### config.mk
export PLATFORM = sky130hd
export DESIGN_NAME = ring_packet_receiver_forwarder_flat
export DESIGN_NICKNAME = d
export VERILOG_FILES = /design/src/rtl/rpr_pkg.sv /design/src/rtl/rpr_rx_if.sv /design/src/rtl/rpr_res_if.sv /design/src/rtl/rpr_dp.sv /design/src/rtl/rpr_ctrl.sv /design/src/rtl/ring_packet_receiver_forwarder.sv /design/src/flat_wrapper.sv
export SDC_FILE = /design/constraint.sdc
export NUM_CORES = 1
export LEC_CHECK = 0
export BUFFER_PORTS_ARGS = -buffer_cell sky130_fd_sc_hd__buf_2
export CAP_MARGIN = 20
export CORE_MARGIN = 2
export CORE_UTILIZATION = 35
export CTS_CLUSTER_SIZE = 14
export DETAILED_ROUTE_END_ITERATION = 8
export PLACE_DENSITY = 0.55
export SLEW_MARGIN = 20
export SYNTH_ARGS = -nofsm -noshare
export SYNTH_HDL_FRONTEND = slang
export SYNTH_HIERARCHICAL = 1
export SYNTH_SLANG_ARGS = --single-unit
### constraint.sdc
create_clock -name i_clk -period 3.6 [get_ports i_clk]
set_clock_uncertainty 0.15 [all_clocks]
set_input_delay 0.72 -clock i_clk [delete_from_list [all_inputs] [get_ports i_clk]]
set_output_delay 0.72 -clock i_clk [all_outputs]
set_load 0.005 [all_outputs]
### src/rtl/rpr_pkg.sv
// ----------------------------------------------------------------------------
// rpr_pkg
// Shared types and constants for the ring packet receiver and forwarder.
// ----------------------------------------------------------------------------
package rpr_pkg;

    localparam logic [7:0] START_BYTE    = 8'hAA;
    localparam logic [7:0] BROADCAST     = 8'h00;
    localparam logic [7:0] DROP_BAD_CHK  = 8'h00;
    localparam logic [7:0] DROP_OVERSIZE = 8'h01;

    localparam logic [1:0] KIND_RING  = 2'd0;
    localparam logic [1:0] KIND_LOCAL = 2'd1;
    localparam logic [1:0] KIND_DROP  = 2'd2;

    localparam int unsigned ADDR_W       = 3;
    localparam logic [0:0]  REG_DEV_ADDR = 1'b0;
    localparam logic [6:0]  DEV_ADDR_RST = 7'd1;

    typedef enum logic [3:0] {
        SEL_START,
        SEL_SRC,
        SEL_DST,
        SEL_SIZE,
        SEL_PAY,
        SEL_CHK,
        SEL_LSRC,
        SEL_LPAY,
        SEL_BAD,
        SEL_BIG
    } t_sel;

    typedef struct packed {
        logic ld_src;
        logic ld_dst;
        logic ld_size;
        logic data_wr;
        logic left_dec;
        logic ld_chk;
        logic rd_rst;
        logic rd_adv;
        logic emit;
        t_sel sel;
        logic last;
    } t_dp_cmd;

    typedef struct packed {
        logic rx_start;
        logic rx_over;
        logic rx_zero;
        logic rx_chk_ok;
        logic left_one;
        logic size_zero;
        logic pay_last;
        logic fwd;
        logic dlv;
        logic out_free;
    } t_dp_sts;

endpackage

### src/rtl/rpr_rx_if.sv
// ----------------------------------------------------------------------------
// rpr_rx_if
// Received byte channel: valid/ready handshake carrying one ring byte.
// ----------------------------------------------------------------------------
interface rpr_rx_if;
    logic       valid;
    logic       ready;
    logic [7:0] rx_byte;

    modport source (output valid, output rx_byte, input ready);
    modport sink (input valid, input rx_byte, output ready);
endinterface

### src/rtl/rpr_res_if.sv
// ----------------------------------------------------------------------------
// rpr_res_if
// Result channel: valid/ready handshake carrying kind, byte and last flag.
// ----------------------------------------------------------------------------
interface rpr_res_if;
    logic       valid;
    logic       ready;
    logic [1:0] kind;
    logic [7:0] out_byte;
    logic       last;

    modport source (output valid, output kind, output out_byte, output last, input ready);
    modport sink (input valid, input kind, input out_byte, input last, output ready);
endinterface

### src/rtl/rpr_dp.sv
// ----------------------------------------------------------------------------
// rpr_dp
// Datapath: frame fields, running check, payload buffer, address register
// and the result output register.
// ----------------------------------------------------------------------------
module rpr_dp
    import rpr_pkg::*;
#(
    parameter int unsigned MAX_PAYLOAD = 16
) (
    input  logic             i_clk,
    input  logic             i_rst_n,
    input  logic [7:0]       i_rx_byte,
    input  t_dp_cmd          i_cmd,
    output t_dp_sts          o_sts,
    input  logic             i_cfg_we,
    input  logic [6:0]       i_cfg_data,
    output logic [6:0]       o_dev_addr,
    rpr_res_if.source        o_res
);

    localparam int unsigned IDX_W = (MAX_PAYLOAD > 1) ? $clog2(MAX_PAYLOAD) : 1;

    logic [6:0]       r_dev;
    logic [7:0]       r_src;
    logic [7:0]       r_dst;
    logic [7:0]       r_size;
    logic [8:0]       r_left;
    logic [7:0]       r_sum;
    logic [7:0]       r_chk_byte;
    logic [IDX_W-1:0] r_wr_idx;
    logic [IDX_W-1:0] r_rd_idx;
    logic [IDX_W-1:0] n_rd_idx;
    logic [7:0]       r_rd_data;
    logic [7:0]       r_mem [MAX_PAYLOAD];
    logic             r_out_valid;
    logic [1:0]       r_kind;
    logic [7:0]       r_byte;
    logic             r_last;
    logic [1:0]       n_kind;
    logic [7:0]       n_byte;
    logic [7:0]       dev_ext;

    assign dev_ext    = {1'b0, r_dev};
    assign o_dev_addr = r_dev;

    always_comb begin
        o_sts.rx_start  = (i_rx_byte == START_BYTE);
        o_sts.rx_over   = (i_rx_byte > 8'(MAX_PAYLOAD));
        o_sts.rx_zero   = (i_rx_byte == 8'd0);
        o_sts.rx_chk_ok = (i_rx_byte == r_sum);
        o_sts.left_one  = (r_left == 9'd1);
        o_sts.size_zero = (r_size == 8'd0);
        o_sts.pay_last  = ((9'(r_rd_idx) + 9'd1) == {1'b0, r_size});
        o_sts.fwd       = (r_src != dev_ext) && (r_dst != dev_ext);
        o_sts.dlv       = (r_dst == BROADCAST) || (r_dst == dev_ext);
        o_sts.out_free  = !r_out_valid || o_res.ready;
    end

    always_comb begin
        if (i_cmd.rd_rst) begin
            n_rd_idx = '0;
        end else if (i_cmd.rd_adv) begin
            n_rd_idx = r_rd_idx + 1'b1;
        end else begin
            n_rd_idx = r_rd_idx;
        end
    end

    always_comb begin
        unique case (i_cmd.sel)
            SEL_START: begin n_kind = KIND_RING;  n_byte = START_BYTE;    end
            SEL_SRC:   begin n_kind = KIND_RING;  n_byte = r_src;         end
            SEL_DST:   begin n_kind = KIND_RING;  n_byte = r_dst;         end
            SEL_SIZE:  begin n_kind = KIND_RING;  n_byte = r_size;        end
            SEL_PAY:   begin n_kind = KIND_RING;  n_byte = r_rd_data;     end
            SEL_CHK:   begin n_kind = KIND_RING;  n_byte = r_chk_byte;    end
            SEL_LSRC:  begin n_kind = KIND_LOCAL; n_byte = r_src;         end
            SEL_LPAY:  begin n_kind = KIND_LOCAL; n_byte = r_rd_data;     end
            SEL_BAD:   begin n_kind = KIND_DROP;  n_byte = DROP_BAD_CHK;  end
            SEL_BIG:   begin n_kind = KIND_DROP;  n_byte = DROP_OVERSIZE; end
            default:   begin n_kind = KIND_DROP;  n_byte = DROP_BAD_CHK;  end
        endcase
    end

    always_ff @(posedge i_clk) begin
        if (!i_rst_n) begin
            r_dev <= DEV_ADDR_RST;
        end else if (i_cfg_we) begin
            r_dev <= i_cfg_data;
        end
    end

    always_ff @(posedge i_clk) begin
        if (i_cmd.ld_src) begin
            r_src <= i_rx_byte;
            r_sum <= i_rx_byte;
        end
        if (i_cmd.ld_dst) begin
            r_dst <= i_rx_byte;
            r_sum <= r_sum ^ i_rx_byte;
        end
        if (i_cmd.ld_size) begin
            r_size   <= i_rx_byte;
            r_sum    <= r_sum ^ i_rx_byte;
            r_wr_idx <= '0;
            r_left   <= o_sts.rx_over ? (9'(i_rx_byte) + 9'd1) : 9'(i_rx_byte);
        end
        if (i_cmd.data_wr) begin
            r_sum    <= r_sum ^ i_rx_byte;
            r_wr_idx <= r_wr_idx + 1'b1;
        end
        if (i_cmd.left_dec) begin
            r_left <= r_left - 9'd1;
        end
        if (i_cmd.ld_chk) begin
            r_chk_byte <= i_rx_byte;
        end
        r_rd_idx <= n_rd_idx;
    end

    always_ff @(posedge i_clk) begin
        if (i_cmd.data_wr) begin
            r_mem[r_wr_idx] <= i_rx_byte;
        end
        r_rd_data <= r_mem[n_rd_idx];
    end

    always_ff @(posedge i_clk) begin
        if (!i_rst_n) begin
            r_out_valid <= 1'b0;
        end else if (i_cmd.emit) begin
            r_out_valid <= 1'b1;
        end else if (o_res.ready) begin
            r_out_valid <= 1'b0;
        end
    end

    always_ff @(posedge i_clk) begin
        if (i_cmd.emit) begin
            r_kind <= n_kind;
            r_byte <= n_byte;
            r_last <= i_cmd.last;
        end
    end

    assign o_res.valid    = r_out_valid;
    assign o_res.kind     = r_kind;
    assign o_res.out_byte = r_byte;
    assign o_res.last     = r_last;

endmodule

### src/rtl/rpr_ctrl.sv
// ----------------------------------------------------------------------------
// rpr_ctrl
// Controller: frame parsing state machine and result burst sequencer.
// ----------------------------------------------------------------------------
module rpr_ctrl
    import rpr_pkg::*;
(
    input  logic    i_clk,
    input  logic    i_rst_n,
    input  logic    i_in_valid,
    output logic    o_in_ready,
    input  t_dp_sts i_sts,
    output t_dp_cmd o_cmd
);

    typedef enum logic [3:0] {
        S_IDLE,
        S_SRC,
        S_DST,
        S_SIZE,
        S_DATA,
        S_CHECK,
        S_SKIP,
        S_F_START,
        S_F_SRC,
        S_F_DST,
        S_F_SIZE,
        S_F_PAY,
        S_F_CHK,
        S_L_SRC,
        S_L_PAY
    } t_state;

    t_state r_state;
    t_state n_state;
    logic   rx_phase;
    logic   acc;

    assign rx_phase   = (r_state == S_IDLE) || (r_state == S_SRC) || (r_state == S_DST)
                     || (r_state == S_SIZE) || (r_state == S_DATA)
                     || (r_state == S_CHECK) || (r_state == S_SKIP);
    assign o_in_ready = rx_phase && i_sts.out_free;
    assign acc        = i_in_valid && o_in_ready;

    always_comb begin
        n_state = r_state;
        o_cmd   = '0;
        o_cmd.sel = SEL_START;
        unique case (r_state)
            S_IDLE: begin
                if (acc && i_sts.rx_start) begin
                    n_state = S_SRC;
                end
            end
            S_SRC: begin
                if (acc) begin
                    o_cmd.ld_src = 1'b1;
                    n_state = S_DST;
                end
            end
            S_DST: begin
                if (acc) begin
                    o_cmd.ld_dst = 1'b1;
                    n_state = S_SIZE;
                end
            end
            S_SIZE: begin
                if (acc) begin
                    o_cmd.ld_size = 1'b1;
                    if (i_sts.rx_over) begin
                        o_cmd.emit = 1'b1;
                        o_cmd.sel  = SEL_BIG;
                        o_cmd.last = 1'b1;
                        n_state = S_SKIP;
                    end else if (i_sts.rx_zero) begin
                        n_state = S_CHECK;
                    end else begin
                        n_state = S_DATA;
                    end
                end
            end
            S_DATA: begin
                if (acc) begin
                    o_cmd.data_wr  = 1'b1;
                    o_cmd.left_dec = 1'b1;
                    if (i_sts.left_one) begin
                        n_state = S_CHECK;
                    end
                end
            end
            S_CHECK: begin
                if (acc) begin
                    o_cmd.ld_chk = 1'b1;
                    o_cmd.rd_rst = 1'b1;
                    if (!i_sts.rx_chk_ok) begin
                        o_cmd.emit = 1'b1;
                        o_cmd.sel  = SEL_BAD;
                        o_cmd.last = 1'b1;
                        n_state = S_IDLE;
                    end else if (i_sts.fwd) begin
                        n_state = S_F_START;
                    end else if (i_sts.dlv) begin
                        n_state = S_L_SRC;
                    end else begin
                        n_state = S_IDLE;
                    end
                end
            end
            S_SKIP: begin
                if (acc) begin
                    o_cmd.left_dec = 1'b1;
                    if (i_sts.left_one) begin
                        n_state = S_IDLE;
                    end
                end
            end
            S_F_START: begin
                if (i_sts.out_free) begin
                    o_cmd.emit = 1'b1;
                    o_cmd.sel  = SEL_START;
                    n_state = S_F_SRC;
                end
            end
            S_F_SRC: begin
                if (i_sts.out_free) begin
                    o_cmd.emit = 1'b1;
                    o_cmd.sel  = SEL_SRC;
                    n_state = S_F_DST;
                end
            end
            S_F_DST: begin
                if (i_sts.out_free) begin
                    o_cmd.emit = 1'b1;
                    o_cmd.sel  = SEL_DST;
                    n_state = S_F_SIZE;
                end
            end
            S_F_SIZE: begin
                if (i_sts.out_free) begin
                    o_cmd.emit = 1'b1;
                    o_cmd.sel  = SEL_SIZE;
                    n_state = i_sts.size_zero ? S_F_CHK : S_F_PAY;
                end
            end
            S_F_PAY: begin
                if (i_sts.out_free) begin
                    o_cmd.emit = 1'b1;
                    o_cmd.sel  = SEL_PAY;
                    if (i_sts.pay_last) begin
                        n_state = S_F_CHK;
                    end else begin
                        o_cmd.rd_adv = 1'b1;
                    end
                end
            end
            S_F_CHK: begin
                if (i_sts.out_free) begin
                    o_cmd.emit   = 1'b1;
                    o_cmd.sel    = SEL_CHK;
                    o_cmd.last   = !i_sts.dlv;
                    o_cmd.rd_rst = 1'b1;
                    n_state = i_sts.dlv ? S_L_SRC : S_IDLE;
                end
            end
            S_L_SRC: begin
                if (i_sts.out_free) begin
                    o_cmd.emit = 1'b1;
                    o_cmd.sel  = SEL_LSRC;
                    o_cmd.last = i_sts.size_zero;
                    n_state = i_sts.size_zero ? S_IDLE : S_L_PAY;
                end
            end
            S_L_PAY: begin
                if (i_sts.out_free) begin
                    o_cmd.emit = 1'b1;
                    o_cmd.sel  = SEL_LPAY;
                    o_cmd.last = i_sts.pay_last;
                    if (i_sts.pay_last) begin
                        n_state = S_IDLE;
                    end else begin
                        o_cmd.rd_adv = 1'b1;
                    end
                end
            end
            default: begin
                n_state = S_IDLE;
            end
        endcase
    end

    always_ff @(posedge i_clk) begin
        if (!i_rst_n) begin
            r_state <= S_IDLE;
        end else begin
            r_state <= n_state;
        end
    end

`ifndef SYNTHESIS
    a_emit_free: assert property (@(posedge i_clk) disable iff (!i_rst_n)
        o_cmd.emit |-> i_sts.out_free)
        else $error("result issued into a full output register");

    a_last_ends_burst: assert property (@(posedge i_clk) disable iff (!i_rst_n)
        (o_cmd.emit && o_cmd.last) |=> rx_phase)
        else $error("burst continued after its last result");

    a_no_rx_in_burst: assert property (@(posedge i_clk) disable iff (!i_rst_n)
        !rx_phase |-> !o_in_ready)
        else $error("byte accepted during a result burst");
`endif

endmodule

### src/rtl/ring_packet_receiver_forwarder.sv
// ----------------------------------------------------------------------------
// ring_packet_receiver_forwarder
// Ring frame receiver: checks frames, forwards foreign traffic, delivers
// local and broadcast traffic.
// ----------------------------------------------------------------------------
// i_rx takes one received ring byte per word. Frames are 0xAA, source,
// destination, size, payload, check byte (XOR of source..payload).
// o_res gives words of kind ring transmit, local delivery or drop notice,
// with last marking the final word caused by one received byte.
// A received byte is taken when o_res has room. A drop notice
// appears on o_res the cycle after its byte. After a good check byte the
// controller sends the burst from the output register, one word a cycle:
// size+5 forward words if foreign, then size+1 delivery words if local or
// broadcast; i_rx stays not ready for that burst. The burst rate is set
// by the single read port of the payload buffer and the output register.
// A stall on o_res holds the current word and stops both the burst and
// intake of new bytes. Reset returns the parser to start-byte hunting,
// empties the output register and sets device_address to 1. Write
// device_address over the APB port only while no frame is in flight.
// ----------------------------------------------------------------------------
module ring_packet_receiver_forwarder
    import rpr_pkg::*;
#(
    parameter int unsigned MAX_PAYLOAD = 16
) (
    input  logic              i_clk,
    input  logic              i_rst_n,
    rpr_rx_if.sink            i_rx,
    rpr_res_if.source         o_res,
    input  logic              psel,
    input  logic              penable,
    input  logic              pwrite,
    input  logic [ADDR_W-1:0] paddr,
    input  logic [31:0]       pwdata,
    output logic [31:0]       prdata,
    output logic              pready
);

    t_dp_cmd    cmd;
    t_dp_sts    sts;
    logic       in_ready;
    logic       reg_hit;
    logic       cfg_we;
    logic [6:0] dev_addr;

    assign reg_hit = (paddr[ADDR_W-1:2] == REG_DEV_ADDR);
    assign cfg_we  = psel && penable && pwrite && pready && reg_hit;
    assign pready  = 1'b1;
    assign prdata  = reg_hit ? 32'(dev_addr) : 32'd0;

    assign i_rx.ready = in_ready;

    rpr_ctrl u_ctrl (
        .i_clk      (i_clk),
        .i_rst_n    (i_rst_n),
        .i_in_valid (i_rx.valid),
        .o_in_ready (in_ready),
        .i_sts      (sts),
        .o_cmd      (cmd)
    );

    rpr_dp #(
        .MAX_PAYLOAD (MAX_PAYLOAD)
    ) u_dp (
        .i_clk      (i_clk),
        .i_rst_n    (i_rst_n),
        .i_rx_byte  (i_rx.rx_byte),
        .i_cmd      (cmd),
        .o_sts      (sts),
        .i_cfg_we   (cfg_we),
        .i_cfg_data (pwdata[6:0]),
        .o_dev_addr (dev_addr),
        .o_res      (o_res)
    );

endmodule

### src/flat_wrapper.sv
// flat-port wrapper written by rule: the top's interface ports become plain ports
module ring_packet_receiver_forwarder_flat import rpr_pkg::*;
#(
    parameter int unsigned MAX_PAYLOAD = 16
)
  (i_clk, i_rst_n, psel, penable, pwrite, paddr, pwdata, prdata, pready, i_rx_valid, i_rx_rx_byte, i_rx_ready, o_res_valid, o_res_kind, o_res_out_byte, o_res_last, o_res_ready);
  rpr_rx_if i_rx_i ();
  rpr_res_if o_res_i ();
  input  logic i_clk;
  input  logic i_rst_n;
  input  logic psel;
  input  logic penable;
  input  logic pwrite;
  input  logic [ADDR_W-1:0] paddr;
  input  logic [31:0] pwdata;
  output logic [31:0] prdata;
  output logic pready;
  input wire logic [$bits(i_rx_i.valid)-1:0] i_rx_valid;
  input wire logic [$bits(i_rx_i.rx_byte)-1:0] i_rx_rx_byte;
  output wire logic [$bits(i_rx_i.ready)-1:0] i_rx_ready;
  output wire logic [$bits(o_res_i.valid)-1:0] o_res_valid;
  output wire logic [$bits(o_res_i.kind)-1:0] o_res_kind;
  output wire logic [$bits(o_res_i.out_byte)-1:0] o_res_out_byte;
  output wire logic [$bits(o_res_i.last)-1:0] o_res_last;
  input wire logic [$bits(o_res_i.ready)-1:0] o_res_ready;
  assign i_rx_i.valid = i_rx_valid;
  assign i_rx_i.rx_byte = i_rx_rx_byte;
  assign i_rx_ready = i_rx_i.ready;
  assign o_res_valid = o_res_i.valid;
  assign o_res_kind = o_res_i.kind;
  assign o_res_out_byte = o_res_i.out_byte;
  assign o_res_last = o_res_i.last;
  assign o_res_i.ready = o_res_ready;
  ring_packet_receiver_forwarder #(.MAX_PAYLOAD(MAX_PAYLOAD)) u_core (.i_clk(i_clk), .i_rst_n(i_rst_n), .i_rx(i_rx_i), .o_res(o_res_i), .psel(psel), .penable(penable), .pwrite(pwrite), .paddr(paddr), .pwdata(pwdata), .prdata(prdata), .pready(pready));
endmodule
Word-level counts from Yosys, hierarchy flattened. Memory sizes are Yosys's and may differ from the RTL's. A register that Yosys moved wholly into a read port is not among the register bits. Cells that the tools add are included.

Add/subtract/negate cells: 5. $lt $le $gt $ge: 1. Equal/unequal tests: 48. Mux-type cells: 71. Bitwise logic cells: 2. Reduce and logical (&&, ||, !) cells: 31.

Operators by type and width (number): $mux W4 (28); $pmux W4 S15 (1); $pmux W8 S7 (1); $pmux W5 S10 (1); $mux W6 (7); $eq A4 B3 Y1 const B (8); $eq A4 B4 Y1 const B (8); $mux W8 (4); $ne A2 B2 Y1 const B (16); $mux W9 (3); $logic_not A8 Y1 (3); $mux W5 (4); $reduce_and A19 Y1 (1); $eq A4 B2 Y1 const B (4); $ne A8 B7 Y1 (2); $mux W7 (2); $mux W1 (13); $add A8 B1 Y9 const B (1); $eq A9 B1 Y1 const B (1); $sub A9 B1 Y9 const B (1); $add A4 B1 Y4 const B (2); $eq A4 B1 Y1 const B (2); $eq A5 B8 Y1 (1); $eq A8 B7 Y1 (1); other kinds (20) (43).

Register bits after elaboration: 80. RAM bits: 128. Input bits: 50. Output and inout port bits: 46. Word-level logic and storage cells: 173. Memories kept: 1.

Memories: u_core.u_dp.r_mem (depth 16, width 8, read ports 1, clocked after Yosys merged registers in 1, write ports 1, line rpr_dp.sv:35) `logic [7:0] r_mem [MAX_PAYLOAD];`.

Logic depth before layout (Yosys ltp).
Depth in word-level cells: 15. Depth in mapped cells: 15. Gate-level depth less buffers: 13.

Hierarchy. Netlist, hierarchy kept.

By module, submodules not included: rpr_dp (times used 1, cells an instance 699, area each 9342.7 um2); rpr_ctrl (times used 1, cells an instance 100, area each 705.7 um2); ring_packet_receiver_forwarder (times used 1, cells an instance 36, area each 274.0 um2).

Least setup slack after synthesis. Ideal clock, no wire load.

Kind: input to register. From: input i_rx_rx_byte[0]. To: register u_core.u_dp.r_byte[2], in the netlist u_core/u_dp/o_res.out_byte[2], data pin. Data arrival time: 3.359 ns. Data required time: 3.305 ns. Setup slack: -0.054 ns. Cell stages on the path: 14. Cells stage by stage: clkbuf_1 > inv_1 > ha_1 > nor3b_1 > o21ai_1 > nand3b_1 > o21a_1 > nor2_1 > buf_2 > inv_2 > or3_1 > a21oi_1 > a22oi_1 > o21ai_1.

RTL lines: start, declared (line flat_wrapper.sv:19) `input wire logic [$bits(i_rx_i.rx_byte)-1:0] i_rx_rx_byte;`; end signal, assigned (line rpr_dp.sv:142) `r_byte <= n_byte;`; end, declared (line rpr_dp.sv:38) `logic [7:0] r_byte;`.

==> results by group <==
Run status
  • Run status: completed

Synthesis
  • Post-synthesis mux area share: 3.94%
  • Count of cell types in the netlist: 68
  • XOR/XNOR share of the synthesized area: 4.81%
  • Post-synth top area cell: edfxtp_1
  • Adder-Cell Fraction of Synth Area: 1.21%
  • Synth area leaders: edfxtp_1, dfxtp_1, xnor2_1
  • Asr flop ratio synth: 0%
  • Avg Inst Size Synth: 12.4 µm²
  • Post-synthesis instance total: 835
  • Flops & latches, synth: 216
  • Post-synth EDFFs: 192
  • Mapped Area: around 0.010 mm²
  • Synth Warn #: 6
  • Compound-Gate Fraction of Synth Area: 11.1%
  • Area fraction of the dominant cell type after synthesis: roughly 56%
  • Synth Flop Type: edfxtp_1
  • Register area share after synthesis: about three fifths
  • Post-Synth Simple-Gate Area: about an eighth
  • Largest family of logic cells by synthesized area: simple AND/OR/NAND/NOR gates

Flow run
  • Maxcap violations: 0

STA
  • Max Fclk: 0.292 GHz
  • Final Setup Violations: 0
  • Setup TNS: 0 ns
  • Final hold violation count: 0
  • Hold slack final: 0.281 ns
  • Final worst path period share: 95.1%
  • Worst slew margin: 50.0%
  • Post-route minimum period: 3.42 ns
  • Worst slew pin tran: 0.744 ns
  • Max-slew violations: 0

Worst setup path
  • Endpoint class of the critical path: register
  • CP Class: register to register
  • Reg2reg setup slack: 0.18 ns
  • Reg2reg start: u_core/u_dp/r_rd_idx[0]$_DFF_P_
  • Worst r2r dst: u_core/u_dp/r_rd_data[7]$_DFF_P_
  • Critical Path RT: 3.85 ns
  • Critical path startpoint category: register
  • Critical Path AT: 3.67 ns
  • Cell count of the worst reg-to-reg path: 15
  • CP max FO: 7

Floorplan
  • Row count: 62
  • CORE AREA: 0.0289 mm²
  • Starting density of the core: 35.8%
  • Die Width: about 180 µm
  • Io pins: 96
  • DIE AREA: 0.0309 mm²
  • Die height: 176 µm

Placed design
  • Hpwl dp: 17100 µm
  • Port bufs: 42
  • Routability Congestion: 0.794
  • Post-DP Area: 0.0112 mm²

Layout
  • Nets@finish: 981
  • Most frequent cells in the layout: edfxtp_1, buf_4, nand2_1, buf_2, xnor2_1
  • Register area: 0.00625 mm²
  • # diodes: 0
  • Ratio of cells with drive above 1 in the final layout: 20.3%
  • Layout area overhead: 17.2%
  • Commonest non-fill, non-tap cell in the layout: edfxtp_1
  • Multi-input gate area: between 0.003 and 0.004 mm²
  • Fill count: 2724
  • Layout Cell Area excl Fill: 0.0121 mm²

Hold path
  • Hold Crit Class: primary input to register
  • Hold depth: 3
  • Worst Hold End: u_core/u_dp/o_dev_addr[0]$_SDFFE_PN1P_
  • Hold path start: pwdata[0]

Global routing
  • Largest net degree at the start of global routing: 28
  • Vias in the first global route: 6734
  • Global-route wire length before repair: 39000 µm
  • Total congestion overflow: 0
  • Initial antenna violation count: 0
  • Tot GR Track Use: 16.5%

Route
  • Met3 wire len: 1210 µm
  • Post-DRT Antenna Nets: 0
  • DR WL met2: roughly 13000 µm
  • Average via count per standard cell: 5.17
  • Total number of vias: 6830
  • DRT iter0 DRCs: around 500
  • DR top layer: met4
  • Pre-antenna DRT Iters: 7
  • Routed len/inst: between 15 and 20 µm
  • Total Wirelength: between 20000 and 30000 µm
  • Post-route DRC violation count: 0
  • Met1 WL: 11600 µm

Clock tree
  • CTS Root Buffer Type: clkbuf_16
  • Worst-Skew Late Latency: 0.53 ns
  • CTS Hold Bufs: 0
  • CTS tree: built
  • Sink Count: 216
  • Buffer depth of the longest clock path: 3
  • Clock slew at reported path FFs: 0.06 ns
  • Total CTS buffers: 24
  • CTS HTree Levels: 1

Pwr
  • Leak: 4.28 nW
  • VDD IR-drop max: 0.291 mV
  • Power Dens Cells: between 400 and 500 mW/mm²
[cell families after synthesis]
group / after synthesis
xor+xnor: 55
other cells: 2
compound gates: 166
flops: 216
mux: 37
fa+ha+maj: 10
simple gates: 244
buf+inv: 105
[metrics by stage]
step | power [mW] | util (%) | cells | setup slack, ns
2_1_floorplan | 3.49 | - | 859 | 0.0617
3_3_place_gp | 3.71 | 38.9 | 1275 | -0.212
3_5_place_dp | 3.72 | 38.9 | 1275 | -0.186
4_1_cts | 5.99 | 41.6 | 1319 | 0.00395
5_1_grt | 6.16 | 41.9 | 1322 | -0.00638
6_report | 5.95 | 41.9 | 1322 | 0.178
[repair_timing]
action,CTS,global route
cloned,1,0
endpoints found under the hold margin,0,0
pin swaps,1,1
endpoints found under the setup margin,8,8
setup buffers,0,3
gates resized for setup,5,12
[power by group]
| part | leakage [nW] | internal (mW) | switching (mW) |
|---|---|---|---|
| clock network | 0.350 | 1.30 | 0.977 |
| logic | 2.01 | 0.277 | 0.438 |
| registers | 1.92 | 2.87 | 0.0864 |
| total | 4.28 | 4.45 | 1.50 |
[critical path: stages, from the launching register on]
cell and delay, ns:
dfxtp_1 0.31, ha_1 0.22, nand2b_1 0.16, and2_1 0.14, o21ai_1 0.12, o22a_1 0.18, nor4_2 0.06, buf_4 0.16
nor4_4 0.31, buf_12 0.18, xor2_2 0.18, nand2b_2 0.15, buf_4 0.20, a211oi_1 0.29, o21ai_0 0.24, o211a_1 0.26
[layout make-up]
class                      count  area share (%)
clock buffer                  30            5.15
clock inverter                13           0.879
inverter                      28           0.889
multi-input combinational    539            31.0
sequential                   216            51.6
tap                          384            3.97
timing repair buffer         112            6.52
[flip-flops by register name, indices dropped and copies added, names as in the netlist]
register and cells:
u_core/u_dp/r_rd_data 8, u_core/u_dp/r_chk_byte 8, u_core/u_dp/r_sum 8, u_core/u_dp/r_left 9, u_core/u_dp/r_wr_idx 4, u_core/u_dp/o_dev_addr 7
u_core/u_dp/r_rd_idx 4, u_core/u_dp/r_src 8, u_core/u_dp/o_res.out_byte 8, u_core/u_ctrl/r_state 4, u_core/u_dp/o_res.valid 1, u_core/u_dp/r_size 8
u_core/u_dp/o_res.kind 2, u_core/u_dp/o_res.last 1, u_core/u_dp/r_mem 128, u_core/u_dp/r_dst 8
[routing by layer]
metal	up-vias	GRT usage, %
li1	3232	-
met1	3396	22.4
met2	163	28.2
met3	39	1.95
met4	0	3.99
met5	-	0
[Yosys cell counts (12+ instances only)]
cell      instances
edfxtp_1        192
nand2_1          62
xnor2_1          33
clkbuf_1         32
o21ai_0          32
buf_4            29
nor2_1           29
dfxtp_1          24
inv_1            24
o21ai_1          22
and3_1           20
xor2_1           20
and2_1           18
a211oi_1         17
a21oi_1          17
mux2i_1          17
nor3b_1          16
buf_2            14
nor2b_1          14
nand3_1          13
nand2b_1         12
nor3_1           12
o211ai_1         12
[how the worst max path moves through the flow]
| stage | start | depth (start not counted) | slack [ns] | end |
|---|---|---|---|---|
| detailed placement | u_core/u_dp/r_rd_idx[0]$_DFF_P_ | 14 | -0.19 | u_core/u_dp/r_rd_data[1]$_DFF_P_ |
| global placement | u_core/u_dp/r_rd_idx[0]$_DFF_P_ | 14 | -0.21 | u_core/u_dp/r_rd_data[1]$_DFF_P_ |
| finish | u_core/u_dp/r_rd_idx[0]$_DFF_P_ | 15 | 0.18 | u_core/u_dp/r_rd_data[7]$_DFF_P_ |
| global route | u_core/u_dp/r_rd_idx[0]$_DFF_P_ | 15 | -0.006 | u_core/u_dp/r_rd_data[7]$_DFF_P_ |
| CTS | u_core/u_dp/r_rd_idx[0]$_DFF_P_ | 15 | 0.004 | u_core/u_dp/r_rd_data[0]$_DFF_P_ |
| floorplan | i_rx_rx_byte[0] | 14 | 0.06 | u_core/u_dp/o_res.out_byte[2]$_DFFE_PP_ |
Note: power is estimated with default switching activity, not from simulation.
